## src/hw/rtl/fds16_pkg.sv

```systemverilog
// Shared types and constants for the byte-serial frame parser.
package fds16_pkg;

    localparam logic [7:0]  HDR_BYTE = 8'h7E;
    localparam int          LEN_W    = 20;
    localparam logic [19:0] LEN_SAT  = 20'hFFFFF;
    localparam logic [19:0] LEN_BYTES = 20'd4;
    localparam int          TDATA_W  = 48;

    typedef enum logic [1:0] {
        KIND_PAYLOAD = 2'd0,
        KIND_GOOD    = 2'd1,
        KIND_BAD_SUM = 2'd2,
        KIND_TOO_BIG = 2'd3
    } kind_t;

    typedef enum logic [2:0] {
        PH_HUNT = 3'd0,
        PH_CMD  = 3'd1,
        PH_CMDX = 3'd2,
        PH_LEN  = 3'd3,
        PH_DATA = 3'd4,
        PH_SUMH = 3'd5,
        PH_SUML = 3'd6
    } phase_t;

endpackage

```

## src/hw/rtl/frame_deframer_sum16.sv

```systemverilog
// Frame parser: header hunt, command, command extension, length, payload and 16-bit sum check.
// A result is registered and appears on m_tvalid in the cycle after the byte that causes it is accepted.
// Throughput: one byte per cycle; the single result register is refilled in the
// same cycle it is drained, so only downstream back-pressure stalls the input.
// Reset (aresetn low, synchronous): parser returns to header hunt, all sums and
// counters clear, max_len_reg returns to 0xFFFFF and the output empties.
module frame_deframer_sum16 (
    input  logic        aclk,
    input  logic        aresetn,
    input  logic        s_tvalid,
    output logic        s_tready,
    input  logic [7:0]  s_tdata,   // in_byte[7:0]
    output logic        m_tvalid,
    input  logic        m_tready,
    // payload_byte[7:0], command[15:8], command_ext[23:16], payload_length[43:24], zero[47:44]
    output logic [47:0] m_tdata,
    output logic [1:0]  m_tuser,   // kind[1:0]
    output logic        m_tlast,
    input  logic        cfg_wr_en,
    input  logic [19:0] cfg_wr_data
);

    fds16_pkg::phase_t phase_reg, phase_next;
    logic [7:0]  cmd_reg, cmd_next;
    logic [7:0]  cmd_ext_reg, cmd_ext_next;
    logic [31:0] length_shift_reg, length_shift_next;
    logic [19:0] bytes_left_reg, bytes_left_next;
    logic [15:0] sum_acc_reg, sum_acc_next;
    logic [7:0]  sum_high_rx_reg, sum_high_rx_next;
    logic [19:0] max_len_reg;

    logic        m_tvalid_reg;
    logic [47:0] m_tdata_reg;
    fds16_pkg::kind_t m_kind_reg;
    logic        m_tlast_reg;

    logic        in_acc;
    logic [15:0] sum_plus;
    logic [31:0] len_full;
    logic        too_big;
    logic [19:0] bytes_dec;
    logic [19:0] len_sat;
    logic        res_emit;
    fds16_pkg::kind_t res_kind;
    logic [7:0]  res_byte;
    logic        res_last;

    assign s_tready = !m_tvalid_reg || m_tready;
    assign in_acc   = s_tvalid && s_tready;

    assign sum_plus  = sum_acc_reg + {8'h00, s_tdata};
    assign len_full  = {length_shift_reg[23:0], s_tdata};
    assign too_big   = (|len_full[31:20]) || (len_full[19:0] > max_len_reg);
    assign bytes_dec = bytes_left_reg - 20'd1;

    always_comb begin
        phase_next        = phase_reg;
        cmd_next          = cmd_reg;
        cmd_ext_next      = cmd_ext_reg;
        length_shift_next = length_shift_reg;
        bytes_left_next   = bytes_left_reg;
        sum_acc_next      = sum_acc_reg;
        sum_high_rx_next  = sum_high_rx_reg;
        case (phase_reg)
            fds16_pkg::PH_HUNT: begin
                if (s_tdata == fds16_pkg::HDR_BYTE) begin
                    sum_acc_next = {8'h00, fds16_pkg::HDR_BYTE};
                    phase_next   = fds16_pkg::PH_CMD;
                end
            end
            fds16_pkg::PH_CMD: begin
                cmd_next     = s_tdata;
                sum_acc_next = sum_plus;
                phase_next   = fds16_pkg::PH_CMDX;
            end
            fds16_pkg::PH_CMDX: begin
                cmd_ext_next      = s_tdata;
                sum_acc_next      = sum_plus;
                length_shift_next = 32'd0;
                bytes_left_next   = fds16_pkg::LEN_BYTES;
                phase_next        = fds16_pkg::PH_LEN;
            end
            fds16_pkg::PH_LEN: begin
                length_shift_next = len_full;
                sum_acc_next      = sum_plus;
                bytes_left_next   = bytes_dec;
                if (bytes_dec == 20'd0) begin
                    if (too_big) begin
                        phase_next = fds16_pkg::PH_HUNT;
                    end else begin
                        bytes_left_next = len_full[19:0];
                        phase_next      = (len_full[19:0] == 20'd0) ? fds16_pkg::PH_SUMH
                                                                    : fds16_pkg::PH_DATA;
                    end
                end
            end
            fds16_pkg::PH_DATA: begin
                sum_acc_next    = sum_plus;
                bytes_left_next = bytes_dec;
                if (bytes_dec == 20'd0) begin
                    phase_next = fds16_pkg::PH_SUMH;
                end
            end
            fds16_pkg::PH_SUMH: begin
                sum_high_rx_next = s_tdata;
                phase_next       = fds16_pkg::PH_SUML;
            end
            fds16_pkg::PH_SUML: begin
                phase_next = fds16_pkg::PH_HUNT;
            end
            default: begin
                phase_next = fds16_pkg::PH_HUNT;
            end
        endcase
    end

    // Result selection for the byte in flight.
    always_comb begin
        res_emit = 1'b0;
        res_kind = fds16_pkg::KIND_PAYLOAD;
        res_byte = 8'h00;
        res_last = 1'b0;
        case (phase_reg)
            fds16_pkg::PH_LEN: begin
                if (bytes_dec == 20'd0 && too_big) begin
                    res_emit = 1'b1;
                    res_kind = fds16_pkg::KIND_TOO_BIG;
                    res_last = 1'b1;
                end
            end
            fds16_pkg::PH_DATA: begin
                res_emit = 1'b1;
                res_byte = s_tdata;
            end
            fds16_pkg::PH_SUML: begin
                res_emit = 1'b1;
                res_last = 1'b1;
                res_kind = ({sum_high_rx_reg, s_tdata} == sum_acc_reg) ? fds16_pkg::KIND_GOOD
                                                                      : fds16_pkg::KIND_BAD_SUM;
            end
            default: begin
                res_emit = 1'b0;
            end
        endcase
    end

    assign len_sat = (|length_shift_next[31:20]) ? fds16_pkg::LEN_SAT : length_shift_next[19:0];

    always_ff @(posedge aclk) begin
        if (!aresetn) begin
            phase_reg        <= fds16_pkg::PH_HUNT;
            cmd_reg          <= 8'h00;
            cmd_ext_reg      <= 8'h00;
            length_shift_reg <= 32'd0;
            bytes_left_reg   <= 20'd0;
            sum_acc_reg      <= 16'h0000;
            sum_high_rx_reg  <= 8'h00;
        end else if (in_acc) begin
            phase_reg        <= phase_next;
            cmd_reg          <= cmd_next;
            cmd_ext_reg      <= cmd_ext_next;
            length_shift_reg <= length_shift_next;
            bytes_left_reg   <= bytes_left_next;
            sum_acc_reg      <= sum_acc_next;
            sum_high_rx_reg  <= sum_high_rx_next;
        end
    end

    always_ff @(posedge aclk) begin
        if (!aresetn) begin
            max_len_reg <= fds16_pkg::LEN_SAT;
        end else if (cfg_wr_en) begin
            max_len_reg <= cfg_wr_data;
        end
    end

    always_ff @(posedge aclk) begin
        if (!aresetn) begin
            m_tvalid_reg <= 1'b0;
        end else if (in_acc && res_emit) begin
            m_tvalid_reg <= 1'b1;
        end else if (m_tready) begin
            m_tvalid_reg <= 1'b0;
        end
    end

    always_ff @(posedge aclk) begin
        if (in_acc && res_emit) begin
            m_tdata_reg <= {4'h0, len_sat, cmd_ext_next, cmd_next, res_byte};
            m_kind_reg  <= res_kind;
            m_tlast_reg <= res_last;
        end
    end

    assign m_tvalid = m_tvalid_reg;
    assign m_tdata  = m_tdata_reg;
    assign m_tuser  = m_kind_reg;
    assign m_tlast  = m_tlast_reg;

endmodule

```

## config.mk

```make
export PLATFORM = sky130hd
export DESIGN_NAME = frame_deframer_sum16
export DESIGN_NICKNAME = d
export VERILOG_FILES = /design/src/hw/rtl/fds16_pkg.sv /design/src/hw/rtl/frame_deframer_sum16.sv
export SDC_FILE = /design/constraint.sdc
export NUM_CORES = 1
export LEC_CHECK = 0
export BUFFER_PORTS_ARGS = -buffer_cell sky130_fd_sc_hd__buf_4
export CAP_MARGIN = 0
export CORE_MARGIN = 10
export CORE_UTILIZATION = 23
export DETAILED_ROUTE_END_ITERATION = 10
export SYNTH_ARGS = -nofsm -noshare
export SYNTH_HDL_FRONTEND = slang
export SYNTH_SLANG_ARGS = --single-unit
```

## constraint.sdc

```tcl
create_clock -name aclk -period 14.9 [get_ports aclk]
set_input_delay 1.49 -clock aclk [delete_from_list [all_inputs] [get_ports aclk]]
set_output_delay 1.49 -clock aclk [all_outputs]
set_load 0.01 [all_outputs]
```

======== After elaboration in Yosys (flattened, before gate mapping) ========
Index checks and enable logic that the tools add are counted.
storage, ports and cells
  register bits ........................... 163
  output and inout port bits .............. 53
  bits of input ports ..................... 33
cells by class
  $add $sub $neg .......................... 2
  reduce and logical (&&, ||, !) cells .... 20
  mux-type cells .......................... 22
  magnitude comparators ................... 1
  eq/ne operators ......................... 11
operators with widths
  operator               count
  $pmux 32 s2            1
  $pmux 20 s3            1
  $logic_not 20->1       2
  $mux 20                2
  $pmux 16 s2            1
  $reduce_or 12->1       2
  $gt 20x20->1           1
  $sub 20x1->20 const B  1
  $pmux 3 s6             1
  $add 16x8->16          1
  $eq 16x16->1           1
  $mux 16                1
  $mux 8                 2
  $mux 3                 4
  $eq 3x3->1 const B     3
  $eq 8x7->1 const B     1
  $eq 3x2->1 const B     2
  $ne 2x2->1 const B     3
  $mux 1                 4
  $mux 2                 2
  $pmux 1 s2             2
  $pmux 2 s2             1
  $reduce_and 2->1       2
  $reduce_and 4->1       1
  10 further kinds       14

======== Depth between registers and ports, before layout ========
Gate-level depths: netlist of the first run.
  depth after elaboration ................. 7
  mapped depth ............................ 12
  depth with buffers taken out ............ 11

======== Worst setup path before layout of the first run ========
Ideal clock, no wire load.
  kind .................................... input-to-reg
  start point ............................. input s_tdata[7]
  end point ............................... register m_tdata_reg[0], in the netlist m_tdata[0] (enable)
  setup time .............................. 467 ps
  arrival ................................. 5,253 ps
  setup slack ............................. 9,180 ps
  cell stages on the path ................. 7
  cells stage by stage .................... ha_1 > nand4_1 > or4_1 > o221ai_1 > o41ai_1 > nand3b_1 > a21oi_1
between the ends
  longest elaborated chain between the ends .. 6
ends and longest elaborated chain
  item                    RTL line                     source
  start: declaration      frame_deframer_sum16.sv:12   input logic [7:0] s_tdata,
  $gt 20x20->1            frame_deframer_sum16.sv:53   assign too_big = (|len_full[31:20]) || (len_full[19:0] > max_len_reg);
  $logic_or 1x1->1        frame_deframer_sum16.sv:53
  $logic_and 1x1->1       frame_deframer_sum16.sv:125  if (bytes_dec == 20'd0 && too_big) begin
  $mux 1                  frame_deframer_sum16.sv:125
  $pmux 1 s2              frame_deframer_sum16.sv:123  case (phase_reg)
  $logic_and 1x1->1       frame_deframer_sum16.sv:188  if (in_acc && res_emit) begin
  end signal: assignment  frame_deframer_sum16.sv:189  m_tdata_reg <= {4'h0, len_sat, cmd_ext_next, cmd_next, res_byte};
  end: declaration        frame_deframer_sum16.sv:33   logic [47:0] m_tdata_reg;
Every way passes these cells.
A chain may end at the register's enable or synchronous reset.

======== Worst setup path in the final report of the first run ========
  start point ............................. input s_tdata[7]
  end point ............................... register m_tdata_reg[15], in the netlist m_tdata[15] (enable)
The elaborated chain is that of the path after synthesis.

==> results of run 1 <==
## routing by layer
metal,global-route usage,vias up
met1,0.1432,3276
met2,0.1812,229
met5,0,-
li1,-,3381
met3,0.02241,47
met4,0.04566,2
## placed cells by master, fill, tap and decap left out, types with 8 or more instances in the layout
cell type  synthesis  routed
a21oi_1           96      95
a31oi_1           12      12
and3_1             9       9
buf_4              4      92
clkbuf_16          0      17
dfxtp_1          116     115
edfxtp_1          47      47
ha_1              30      30
inv_1             34      34
inv_6              0       8
mux2_2            16      16
mux2i_1            8       8
nand2_1          144     144
nand2b_1           9       9
nand3_1           75      75
nand4_1            9       9
nor2_1            56      55
nor3_1            14      14
nor4_1            18      18
o211ai_1          20      20
o21ai_0           34      34
xnor2_1           14      14
xor2_1            17      17
## power groups by stage
stage | combinational, mW | clock (mW) | sequential (mW)
2_1_floorplan | 0.0520 | 0 | 0.472
3_3_place_gp | 0.0735 | 0 | 0.474
3_5_place_dp | 0.0744 | 0 | 0.474
4_1_cts | 0.0747 | 0.451 | 0.464
5_1_grt | 0.0830 | 0.470 | 0.465
6_report | 0.0746 | 0.444 | 0.464
## synthesized netlist by cell type (all sizes together) (3+ instances only)
| library cell | n |
|---|---|
| nand2 | 144 |
| dfxtp | 116 |
| a21oi | 97 |
| nand3 | 75 |
| clkbuf | 58 |
| nor2 | 57 |
| edfxtp | 47 |
| o21ai | 36 |
| inv | 35 |
| ha | 30 |
| o211ai | 20 |
| nor4 | 18 |
| xor2 | 17 |
| mux2 | 16 |
| nor3 | 14 |
| xnor2 | 14 |
| a31oi | 13 |
| and3 | 11 |
| nand2b | 9 |
| nand4 | 9 |
| buf | 8 |
| mux2i | 8 |
| and2 | 5 |
| or4 | 5 |
| a221oi | 4 |
| nor2b | 4 |
| o31ai | 4 |
| or3 | 4 |
| a211oi | 3 |
| a22oi | 3 |
## path summary, 6_finish.rpt
check        slack [ns]              endpoint                 start  cells past startpoint
min                0.45  length_shift_reg[27]  length_shift_reg[27]                      2
max reg2reg       11.23           m_tdata[15]     bytes_left_reg[0]                      8
min reg2reg        0.45  length_shift_reg[27]  length_shift_reg[27]                      2
max               10.94           m_tdata[15]            s_tdata[7]                     10
## worst max-delay path, cell delays in order
cell,delay (ns)
buf_4,0.17
ha_1,0.33
nand4_1,0.10
or4_1,0.43
o221ai_1,0.20
o41ai_1,0.10
buf_4,0.17
nand3b_1,0.28
a21oi_4,0.20
buf_4,0.53
## per-stage QoR
step | instance area (um^2) | setup WS, ns | power, mW | hold WS (ns) | std cells
after floorplan | 8070 | 9.180 | 0.5240 | 0.4316 | 927
after global placement | 9057 | 10.54 | 0.5474 | 0.4390 | 1408
after detailed placement | 9057 | 10.51 | 0.5483 | 0.4444 | 1408
after CTS | 9642 | 10.97 | 0.9894 | 0.4544 | 1440
after global routing | 9642 | 10.83 | 1.017 | 0.4735 | 1440
final | 9642 | 10.94 | 0.9831 | 0.4532 | 1440
## cell families (layout without fill, tap and decap cells)
logic type	count (synthesis)	in the layout	share of synthesized area
other	1	4	0.0004653
DFF	163	163	0.4633
adders and majority gates	31	31	0.04906
buffers and inverters	101	159	0.05201
muxes	24	24	0.03229
and+or+nand+nor	369	369	0.2175
AOI/OAI and AO/OA	204	204	0.1517
xor gates and xnor gates	31	31	0.03369
## area by class of cell
type                    instances  area, um^2  share of cell area
repair buffers                 92       690.7             0.07163
flip-flops and latches        163        3735              0.3874
clock buffers                  17       425.4             0.04412
clock inverters                15       158.9             0.01648
inverters                      35       131.4             0.01363
multi-input cells             663        3931              0.4077
well taps                     455       569.3             0.05904
==> impl_metrics.toml, run 1 <==
[floorplanning]
fp.dieW_um = 207.2
initial_core_util = 0.2333
die-height_um = 207.2
coreArea_mm2 = 0.03454
die_area_mm2 = 0.04293
fp-row-count = 68
ioPinCount = 86

[synth]
syn_avg_cell_area_um2 = 8.722
seq_area_frac_synth = 0.4633
yosysTopAreaCell = "dfxtp_1"
netlist_instances = 924
synth_seq_cells = 163
async_reset_ff_frac = 0
netlist_area_mm2 = 0.008059
synth.distinct_cells = 71
ys_top_cells_by_area = "dfxtp_1 29%, edfxtp_1 18%, nand2_1 6.7%"
synth_edf_count = 47
yosys_warnings = 0
netlist.area_leader.share = 0.2882
synth_ff_type = "dfxtp_1"

[routing]
via_per_inst = 4.816
drt_iter0_markers = 578
routed-wl-met3_mm = 1.272
wirelength_mm = 24.77
drc_errors = 0
vias = 6935
dr.max_layer_used = "met5"
wl_met2_mm = 11.59
drt_pass1_iterations = 7
wl_per_cell_um = 17.20
ant_nets = 0
wl_met1_mm = 11.07

[power_and_ir_drop]
comb_power_share = 0.076
power.share.sequential = 0.472
ir_drop_mv = 0.08314
power.internal_mw = 0.7255
p_switching_mw = 0.2576
clkPwrFrac = 0.452
p_sw_frac = 0.2620
power.leakage_nw = 3.789
powerDensity_mw_per_mm2 = 102.0

[clock_tree]
clk_pin_slew_ns = 0.07
cts_buffers = 17
cts-resized-gates = 0
cts-root-buf = "clkbuf_16"
cts_sinks = 163
cts_buffer_depth = 2
ctsHoldBuffers = 0
htreeDepth = 4
clk_latency_ns = 0.44
cts_setup_buffers = 0
cts_tree = "yes"

[timing]
final_hold_viol_count = 0
setup_viol = 0
tightest_slew_ns = 1.118
skew_ns = 0.01587
fin_crit_ns = 3.961
clock.fmax_mhz = 252.5
tns_ns = 0
min_period_over_period = 0.2658
rsz0062_at_grt = "no"
max_slew_margin = 0.2527
drv_slew = 0

[worst_setup_path]
crit_arrival_ns = 4.03
worstSetupStartpointType = "input pin"
crit_type = "in2reg"
crit_required_ns = 14.97
path_max_fanout = 47
end_kind = "flip-flop"

[placed_design]
port_buffers = 81
gp_congestion = 0.8772
hpwl_mm = 16.99

[final_layout]
area_growth_pct = 19.64
layout.nets = 1036
fillers = 3694
largest_reg_flops = 44
final_util = 0.2791
drive_gt1_frac = 0.1604
diodes = 0

[grt]
grt_pass1_vias = 6754
grt_overflow = 0
antenna_found_initial = 1
grtUsageTotal = 0.1123
grt_pass1_wl_mm = 38.90
grt_max_degree = 74

[flow_run]
max_cap_violations = 0

[status]
status = "complete, no violations"

[worst_hold_path]
hold_class = "reg2reg"
(Power assumes the default switching activity.)
==> run 2: changes to the inputs <==
Clock period 14.9 ns to 4.05 ns, I/O delays scaled along.
==> run 2 against run 1 <==
Against the previous run: sequential power rose to 3.7 times the previous value; cell area rose by 0.53%; global-route usage fell by 0.20 points; clock-buffer cell count rose by 1; critical path depth fell by 2; flip-flop and latch count did not move; non-clock buffer count rose by 4.
==> impl_metrics.toml, run 2 (same netlist as run 1, synthesis figures left out) <==
[clock_tree]
cts_tree = "yes"
cts_setup_buffers = 0
htreeDepth = 4
ctsHoldBuffers = 0
clk_latency_ns = 0.44
cts-resized-gates = 0
cts_sinks = 163
cts-root-buf = "clkbuf_16"
clk_pin_slew_ns = 0.07
cts_buffers = 17
cts_buffer_depth = 2

[timing]
tightest_slew_ns = 1.011
clock.fmax_mhz = 300.4
max_slew_margin = 0.3251
rsz0062_at_grt = "no"
skew_ns = 0.01083
min_period_over_period = 0.8220
fin_ws_ns = 0.7210
fin_crit_ns = 3.329
final_hold_viol_count = 0
drv_slew = 0
tns_ns = 0
setup_viol = 0

[worst_setup_path]
end_kind = "flip-flop"
reg2reg_slack_ns = 0.72
r2r_cells = 8
r2r-start = "bytes_left_reg[0]"
endpoint = "m_tdata[16]"
worstSetupStartpointType = "flip-flop"
path_max_fanout = 47
crit_required_ns = 4.17
crit_arrival_ns = 3.44
crit_type = "reg2reg"
worstReg2RegEnd = "m_tdata[16]"
startpoint = "bytes_left_reg[0]"

[flow_run]
max_cap_violations = 0

[floorplanning]
fp.dieW_um = 207.2
fp-row-count = 68
ioPinCount = 86
die_area_mm2 = 0.04293
die-height_um = 207.2
initial_core_util = 0.2333
coreArea_mm2 = 0.03454

[placed_design]
hpwl_mm = 16.73
port_buffers = 81
dp_slack_ns = 0.7562
gp_congestion = 0.8922

[grt]
antenna_found_initial = 1
grtUsageTotal = 0.1103
grt_pass1_vias = 6607
grt_max_degree = 54
grt_overflow = 0
grt_pass1_wl_mm = 38.28

[power_and_ir_drop]
p_switching_mw = 0.9431
ir_drop_mv = 0.2272
power.leakage_nw = 3.803
p_sw_frac = 0.2608
clkPwrFrac = 0.451
comb_power_share = 0.077
powerDensity_mw_per_mm2 = 373.1
fin_total_pwr_mw = 3.617
power.share.sequential = 0.472
power.internal_mw = 2.674

[routing]
drt_iter0_markers = 665
vias = 7058
via_per_inst = 4.884
ant_nets = 0
drc_errors = 0
wirelength_mm = 24.36
drt_pass1_iterations = 5
wl_per_cell_um = 16.86

[final_layout]
drive_gt1_frac = 0.1638
fillers = 3730
layout.nets = 1040
largest_reg_flops = 44
area_growth_pct = 20.28
layout.cells.most_common = "nand2_1"
final_util = 0.2806
layout_common_cells = "144 x nand2_1, 115 x dfxtp_1, 95 x a21oi_1, 95 x buf_4, 75 x nand3_1"

[status]
status = "complete, no violations"

[worst_hold_path]
hold_class = "in2reg"
run 2: changes by cell type in the layout (fill, tap and decap cells not counted), sizes merged:
cell,change
buf,+4
clkbuf,+1
clkinv,-1
clkinvlp,+2
diode,+1
inv,-2
run 2: cell type report:
type | count | area, um^2 | area share
timing repair buffer | 96 | 733.2 | 0.07564
multi-input combinational | 663 | 3931 | 0.4056
antenna | 1 | 2.502 | 0.0002582
tap | 455 | 569.3 | 0.05873
inverter | 35 | 131.4 | 0.01355
clock buffer | 18 | 429.2 | 0.04428
clock inverter | 14 | 161.4 | 0.01665
sequential | 163 | 3735 | 0.3853
run 2: power by group through the flow:
stage	Sequential (mW)	Clock, mW	Combinational (mW)
global route	1.71	1.74	0.309
floorplan	1.74	0	0.191
finish	1.71	1.63	0.280
detailed placement	1.74	0	0.277
global placement	1.74	0	0.272
CTS	1.71	1.66	0.280
run 2: worst min-delay path by stage:
stage,from,endpoint,slack (ns),cells past startpoint
final,cfg_wr_data[12],max_len_reg[12],0.19,3
after global routing,cfg_wr_data[8],max_len_reg[8],0.18,3
after CTS,cfg_wr_data[12],max_len_reg[12],0.17,3
after detailed placement,length_shift_reg[30],length_shift_reg[30],0.45,2
after global placement,cmd_reg[3],cmd_reg[3],0.44,2
after floorplan,length_shift_reg[27],length_shift_reg[27],0.43,2
run 2: through the flow:
step	cell area, um^2	hold slack (ns)	instances
2_1_floorplan	8074	0.4316	927
3_3_place_gp	9100	0.4388	1412
3_5_place_dp	9100	0.4466	1412
4_1_cts	9691	0.1742	1444
5_1_grt	9691	0.1805	1444
6_report	9693	0.1877	1445
run 2: routing by layer:
layer,GRT usage,vias to the layer above,wire (um)
li1,-,3390,-
met1,0.1554,3397,11670
met2,0.1633,252,10820
met3,0.02738,19,1630
met4,0.02760,0,235
met5,0,-,0
run 2: critical path, stage by stage, from the launching register on:
cell and delay, ns:
dfxtp_1 0.39, or4_4 0.58, or4b_4 0.58, nor2_4 0.13, xnor2_1 0.20, and4b_4 0.33, nand3b_1 0.23, a21oi_4 0.25
buf_12 0.28
